--- src/rtl/scc_div.sv ---
// Pipelined unsigned restoring divider, one quotient bit per stage.
module scc_div #(
   parameter int NumW  = 40,
   parameter int DenW  = 17,
   parameter int SideW = 8
) (
   input  logic             clock,
   input  logic             reset,
   input  logic             en,
   input  logic             in_valid,
   input  logic [NumW-1:0]  in_num,
   input  logic [DenW-1:0]  in_den,
   input  logic [SideW-1:0] in_side,
   output logic             out_valid,
   output logic [NumW-1:0]  out_quo,
   output logic [SideW-1:0] out_side
);

   logic             vld_ff  [NumW];
   logic [DenW-1:0]  rem_ff  [NumW];
   logic [NumW-1:0]  num_ff  [NumW];
   logic [NumW-1:0]  quo_ff  [NumW];
   logic [DenW-1:0]  den_ff  [NumW];
   logic [SideW-1:0] side_ff [NumW];

   for (genvar i = 0; i < NumW; i++) begin : g_stage
      logic             vld_p;
      logic [DenW-1:0]  rem_p;
      logic [NumW-1:0]  num_p;
      logic [NumW-1:0]  quo_p;
      logic [DenW-1:0]  den_p;
      logic [SideW-1:0] side_p;
      logic [DenW:0]    trial;
      logic [DenW:0]    diff;
      logic             ge;

      if (i == 0) begin : g_first
         assign vld_p  = in_valid;
         assign rem_p  = '0;
         assign num_p  = in_num;
         assign quo_p  = '0;
         assign den_p  = in_den;
         assign side_p = in_side;
      end else begin : g_next
         assign vld_p  = vld_ff[i-1];
         assign rem_p  = rem_ff[i-1];
         assign num_p  = num_ff[i-1];
         assign quo_p  = quo_ff[i-1];
         assign den_p  = den_ff[i-1];
         assign side_p = side_ff[i-1];
      end

      assign trial = {rem_p, num_p[NumW-1]};
      assign diff  = trial - {1'b0, den_p};
      assign ge    = (trial >= {1'b0, den_p});

      always_ff @(posedge clock) begin
         if (reset) begin
            vld_ff[i] <= 1'b0;
         end else if (en) begin
            vld_ff[i] <= vld_p;
         end
      end

      always_ff @(posedge clock) begin
         if (en) begin
            rem_ff[i]  <= ge ? diff[DenW-1:0] : trial[DenW-1:0];
            num_ff[i]  <= {num_p[NumW-2:0], 1'b0};
            quo_ff[i]  <= {quo_p[NumW-2:0], ge};
            den_ff[i]  <= den_p;
            side_ff[i] <= side_p;
         end
      end
   end

   assign out_valid = vld_ff[NumW-1];
   assign out_quo   = quo_ff[NumW-1];
   assign out_side  = side_ff[NumW-1];

endmodule

--- config.mk ---
export PLATFORM = sky130hd
export DESIGN_NAME = scc_div
export DESIGN_NICKNAME = d
export VERILOG_FILES = /design/src/rtl/scc_div.sv
export SDC_FILE = /design/constraint.sdc
export NUM_CORES = 2
export LEC_CHECK = 0
export BUFFER_PORTS_ARGS = -buffer_cell sky130_fd_sc_hd__buf_2
export CELL_PAD_IN_SITES_DETAIL_PLACEMENT = 1
export CELL_PAD_IN_SITES_GLOBAL_PLACEMENT = 1
export CORE_ASPECT_RATIO = 0.75
export CORE_MARGIN = 1
export CORE_UTILIZATION = 40
export DETAILED_ROUTE_END_ITERATION = 12
export PLACE_DENSITY = 0.64
export SETUP_SLACK_MARGIN = 0.2
export SYNTH_ARGS = -nofsm -noshare
export SYNTH_HDL_FRONTEND = slang
export SYNTH_MEMORY_MAX_BITS = 65536
export SYNTH_SLANG_ARGS = --single-unit
--- constraint.sdc ---
create_clock -name clock -period 3.8 [get_ports clock]
set_clock_uncertainty 0.1 [all_clocks]
set_input_delay 0 -clock clock [delete_from_list [all_inputs] [get_ports clock]]
set_output_delay 0 -clock clock [all_outputs]
set_load 0.02 [all_outputs]
# [Yosys cells after proc, flatten, opt, wreduce, memory -nomap -nowiden]
# Memory sizes are Yosys's and may differ from the RTL's.
# Index checks and enable logic that the tools add are counted.
[word_totals] ff_bits=0 latch_bits=0 ram_bits=4880 romBits=0 inputBits=69 out_inout_bits=49 wordCells=212 memories=6
[classes] add_sub_neg=40 multipliers=0 div=0 n_lt_le_gt_ge=40 eq_ne=0 shift=0 mux=86 bitwise=40 n_reduce_logical=0
[memory_table] memory="quo_ff" words=40 width=40 read_ports=40 rd_ports_with_merged_regs=0 write_ports=40 line_no="22" source="logic [NumW-1:0] quo_ff [NumW];"
[memory_table] memory="num_ff" words=40 width=39 read_ports=39 rd_ports_with_merged_regs=0 write_ports=40 line_no="21" source="logic [NumW-1:0] num_ff [NumW];"
[memory_table] memory="den_ff" words=40 width=17 read_ports=39 rd_ports_with_merged_regs=0 write_ports=40 line_no="23" source="logic [DenW-1:0] den_ff [NumW];"
[memory_table] memory="rem_ff" words=40 width=17 read_ports=39 rd_ports_with_merged_regs=0 write_ports=40 line_no="20" source="logic [DenW-1:0] rem_ff [NumW];"
[memory_table] memory="side_ff" words=40 width=8 read_ports=40 rd_ports_with_merged_regs=0 write_ports=40 line_no="24" source="logic [SideW-1:0] side_ff [NumW];"
[memory_table] memory="vld_ff" words=40 width=1 read_ports=40 rd_ports_with_merged_regs=0 write_ports=40 line_no="19" source="logic vld_ff [NumW];"
[ops] operator=">= comparator 18 x 17 -> 1 bit" count=39
[ops] operator="two-way mux 17 bit" count=40
[ops] operator="subtractor 17 bit" count=39
[ops] operator="two-way mux 1 bit" count=46
[ops] operator="bitwise OR 1 bit" count=40
[ops] operator=">= comparator 1 x 17 -> 1 bit" count=1
[ops] operator="subtractor 1 x 17 -> 17 bit" count=1

# [Logic depth before layout (Yosys ltp)]
[logic_depth] ltp_word=4 ltp_mapped=14 ltp_nobuf=12

# [Least setup slack after synthesis]
# Ideal clock, no wire load.
[synth_path] path_kind="register -> register" start="memory num_ff[4][116] (netlist bit)" end="memory rem_ff[35][9] (netlist: rem_ff[4][60]), data pin" setup_ns=0.260 arrival_ns=3.058 required_time_ns=3.440 slack_ns=0.382 stages_incl_launch_ff=14 path_buffers=1 synth_period_minus_slack_ns=3.418 path_cell_list="edfxtp_1 -> inv_1 -> ha_1 -> inv_1 -> fa_1 -> a211oi_1 -> o21ai_0 -> a21oi_1 -> o31a_1 -> o21ai_0 -> a21o_1 -> a31oi_2 -> buf_4 -> mux2_2"
[synth_lines] element="from (decl)" line_no="21"
[synth_lines] element="to (decl)" line_no="20"

==> reports/results.txt <==
status = complete, no violations
family with the most delay on the worst path = compound AO/OA/AOI/OAI gates
Placed Area = 145,500 sq um
Yosys reg bits = 3,286
row count = 186
yosys warns = 0
Area growth syn-to-layout = 15.29%
Netlist cell types = 88
CP Max Fanout = 6
# clock sinks = 3,286
HP Class = in2reg
Slew HR = 0.3429
share of cells above drive strength 1 = 0.1382
pin count of the biggest net entering global routing = 176
most frequent cells in the layout = edfxtp_1, inv_1, ha_1
P_sw = 0.03849 W
Final Critical Period = 3.576 ns
gr ovfl total = 0
WL/cell = 18.60 um
post-detail-place hpwl = 182,100 um
Finished Cell Area = 158,700 sq um
number of flops mapped to enable cells by yosys = 3,286
Final Hold Fails = 0
total power draw = 0.1234 W
CTS max path bufs = 4
core area = 342,300 sq um
starting density of the core = 0.4020
Avg Vias per Cell = 4.983
first-pass GRT wire length = 426,100 um
Slew Limit Fails = 0
slowest stage delay, CP = 0.60 ns
metal2 WL = 120,800 um
Die H = 509.9 um
top_reg_cell synth = edfxtp_1
Non-Filler Instances = 14,500
TritonCTS clock tree = built
Max VDD drop = 0.4507 mV
slowest CP cell = or4_4
Synth Cell Area = 137,600 sq um
met1 wire length = 133,200 um
Vias = 72,260
chip width = 679.3 um
Synth Instances = 8,910
CTS clock-pin slew for the worst setup and hold paths = 0.06 ns
register area share after synthesis = 0.7171
crit-path cells = inv_2 > ha_4 > inv_2 > fa_2 > a21o_1 > a2111oi_4 > o31a_2 > nor3_4 > o31a_1 > buf_6 > or4_4 > mux2_4
RSZ-0062 raised after global routing = yes
P_int = 0.08487 W
Switching Fraction = 0.3120
worst endpoint required time = 4.38 ns
drc violations = 0
met3 WL = 9341 um
Final Cycle Share = 0.9410
worst-margin pin slew = 0.9857 ns
Clk Latency, worst-skew pair = 0.93 ns
H-Tree Depth = 5
io pins = 118
Final TNS setup = 0 ns
syn_area_per_cell = 15.44 sq um
MaxCap Viol Count = 0
Setup CP Type = reg2reg
DIE AREA = 346,400 sq um
final core occ = 0.4634
Max Clk Rate = 279.7 MHz
Final nets = 10,410
Clk pwr share = 0.262
Total GRT Usage = 0.1524
first-pass iteration count of the detailed router = 7
syn_nets = 9,682
WP buf/inv = 3
Arr. time, crit path = 4.16 ns
commonest non-fill, non-tap cell in the layout = edfxtp_1
crit end category = flop
async set-reset flop share out of synthesis = 0
Post-Route WL = 269,800 um
ANT nets after route = 0
CTS Buf Count = 334
Flop pwr share = 0.418
Comb power frac = 0.320
Leak = 59.24 nW
vias in the first global route = 75,840
Root Driver = clkbuf_16
Final setup viols = 0
max layer used = met4
placer congestion estimate = 0.8504
placed insts = 13,710
power per standard cell area = 777.6 nW/um^2
crit start category = flop
CP dominant cell by count = inv_2
Port Buf Inserts = 117
initial antenna violation count = 9
DR iter-0 viols = 4,239
[metrics by stage]
step,hold WS [ns],worst slack (ns)
finish,0.1008,0.2243
floorplan,-0.001131,0.3819
detailed placement,0.07837,-0.01380
global placement,0.07657,-0.01068
CTS,0.04972,0.1141
global route,0.09629,0.1126
[logic make-up (layout without fill, tap and decap cells)]
group           after synthesis  count (layout)  synth area share
other cells                   0               1                 0
fa+ha+maj                   703             703           0.06600
xor+xnor                    506             506           0.03221
mux                         405             405           0.03322
buf+inv                     949            1928           0.02679
simple gates               1327            1331           0.04481
flops                      3286            3286            0.7171
compound gates             1734            1734           0.07989
[power groups by stage]
stage	Combinational (W)	Clock [W]	Sequential, W
floorplan	0.0282	0	0.0505
global placement	0.0365	0	0.0523
detailed placement	0.0380	0	0.0523
CTS	0.0387	0.0336	0.0517
global route	0.0440	0.0347	0.0521
finish	0.0395	0.0323	0.0515
[what timing repair did]
action / 4_1_cts / 5_1_grt
setup endpoints to repair: 173 / 401
gates resized for setup: 30 / 105
pin swaps: 13 / 43
cloned: 4 / 8
endpoints found under the hold margin: 1126 / 0
hold buffers: 135 / 0
setup buffers: 12 / 37
[Yosys cell counts, types with 12 or more instances]
cell      instances  share of area
xnor2_1         321          0.020
o21ai_1          13        0.00047
nor4_1           16        0.00073
nand2b_1         41         0.0019
buf_2            20        0.00073
mux2_2          357          0.029
o21ai_0         451          0.016
fa_1             38         0.0055
a31oi_1          33         0.0015
o31ai_1          38         0.0021
or2_2            22         0.0010
mux2i_1          33         0.0024
o211ai_1         20         0.0011
a31o_2           12        0.00076
o21bai_1         99         0.0054
and2_1           58         0.0026
nand3_1          58         0.0021
nand4_1          87         0.0040
clkbuf_1         51         0.0014
nor3_1           99         0.0036
o21a_1           70         0.0038
a211o_1          21         0.0013
nor2_1          363         0.0099
o41ai_1          25         0.0016
inv_1           860          0.023
xor2_1          185          0.012
a211oi_1         66         0.0036
and3_1           33         0.0015
a21o_1          184          0.010
ha_1            665          0.060
edfxtp_1       3286           0.72
nand2_1         439          0.012
or3_1            20        0.00091
mux2_4           14         0.0015
a21boi_0         14        0.00076
nor2b_1          57         0.0026
a21oi_1         530          0.019
o31a_1           36         0.0023
[cell type report]
| class | instances | area (sq um) |
|---|---|---|
| inverter | 861 | 3232 |
| fill | 33350 | 183700 |
| tap | 4606 | 5763 |
| antenna | 1 | 2.502 |
| timing repair buffer | 475 | 4438 |
| sequential | 3286 | 98670 |
| clock inverter | 201 | 2036 |
| multi-input combinational | 4679 | 35850 |
| clock buffer | 391 | 8657 |
[worst register-to-register path: stages (launching register included)]
cell,delay [ns]
edfxtp_1,0.41
inv_2,0.09
ha_4,0.13
inv_2,0.04
fa_2,0.33
a21o_1,0.20
a2111oi_4,0.36
o31a_2,0.27
nor3_4,0.06
o31a_1,0.28
buf_6,0.14
or4_4,0.60
mux2_4,0.32
[worst paths after layout]
check	start	to	slack (ns)	cells after the start
worst max-delay path	num_ff[4][155]	rem_ff[4][74]	0.22	12
worst min-delay path	en	num_ff[0][21]	0.10	2
worst max register to register	num_ff[4][155]	rem_ff[4][74]	0.22	12
worst min register to register	num_ff[1][290]	num_ff[2][18]	0.29	0
[registers in the layout, indices dropped and copies added, names as in the netlist]
register  flops
quo_ff      820
side_ff     320
num_ff      780
rem_ff      663
vld_ff       40
den_ff      663
[routing by layer]
metal	vias to the layer above	GRT usage
li1	34880	-
met1	36040	0.2242
met2	922	0.2373
met3	414	0.02139
met4	0	0.04160
met5	-	0
Power figures use the tool's default switching activity.
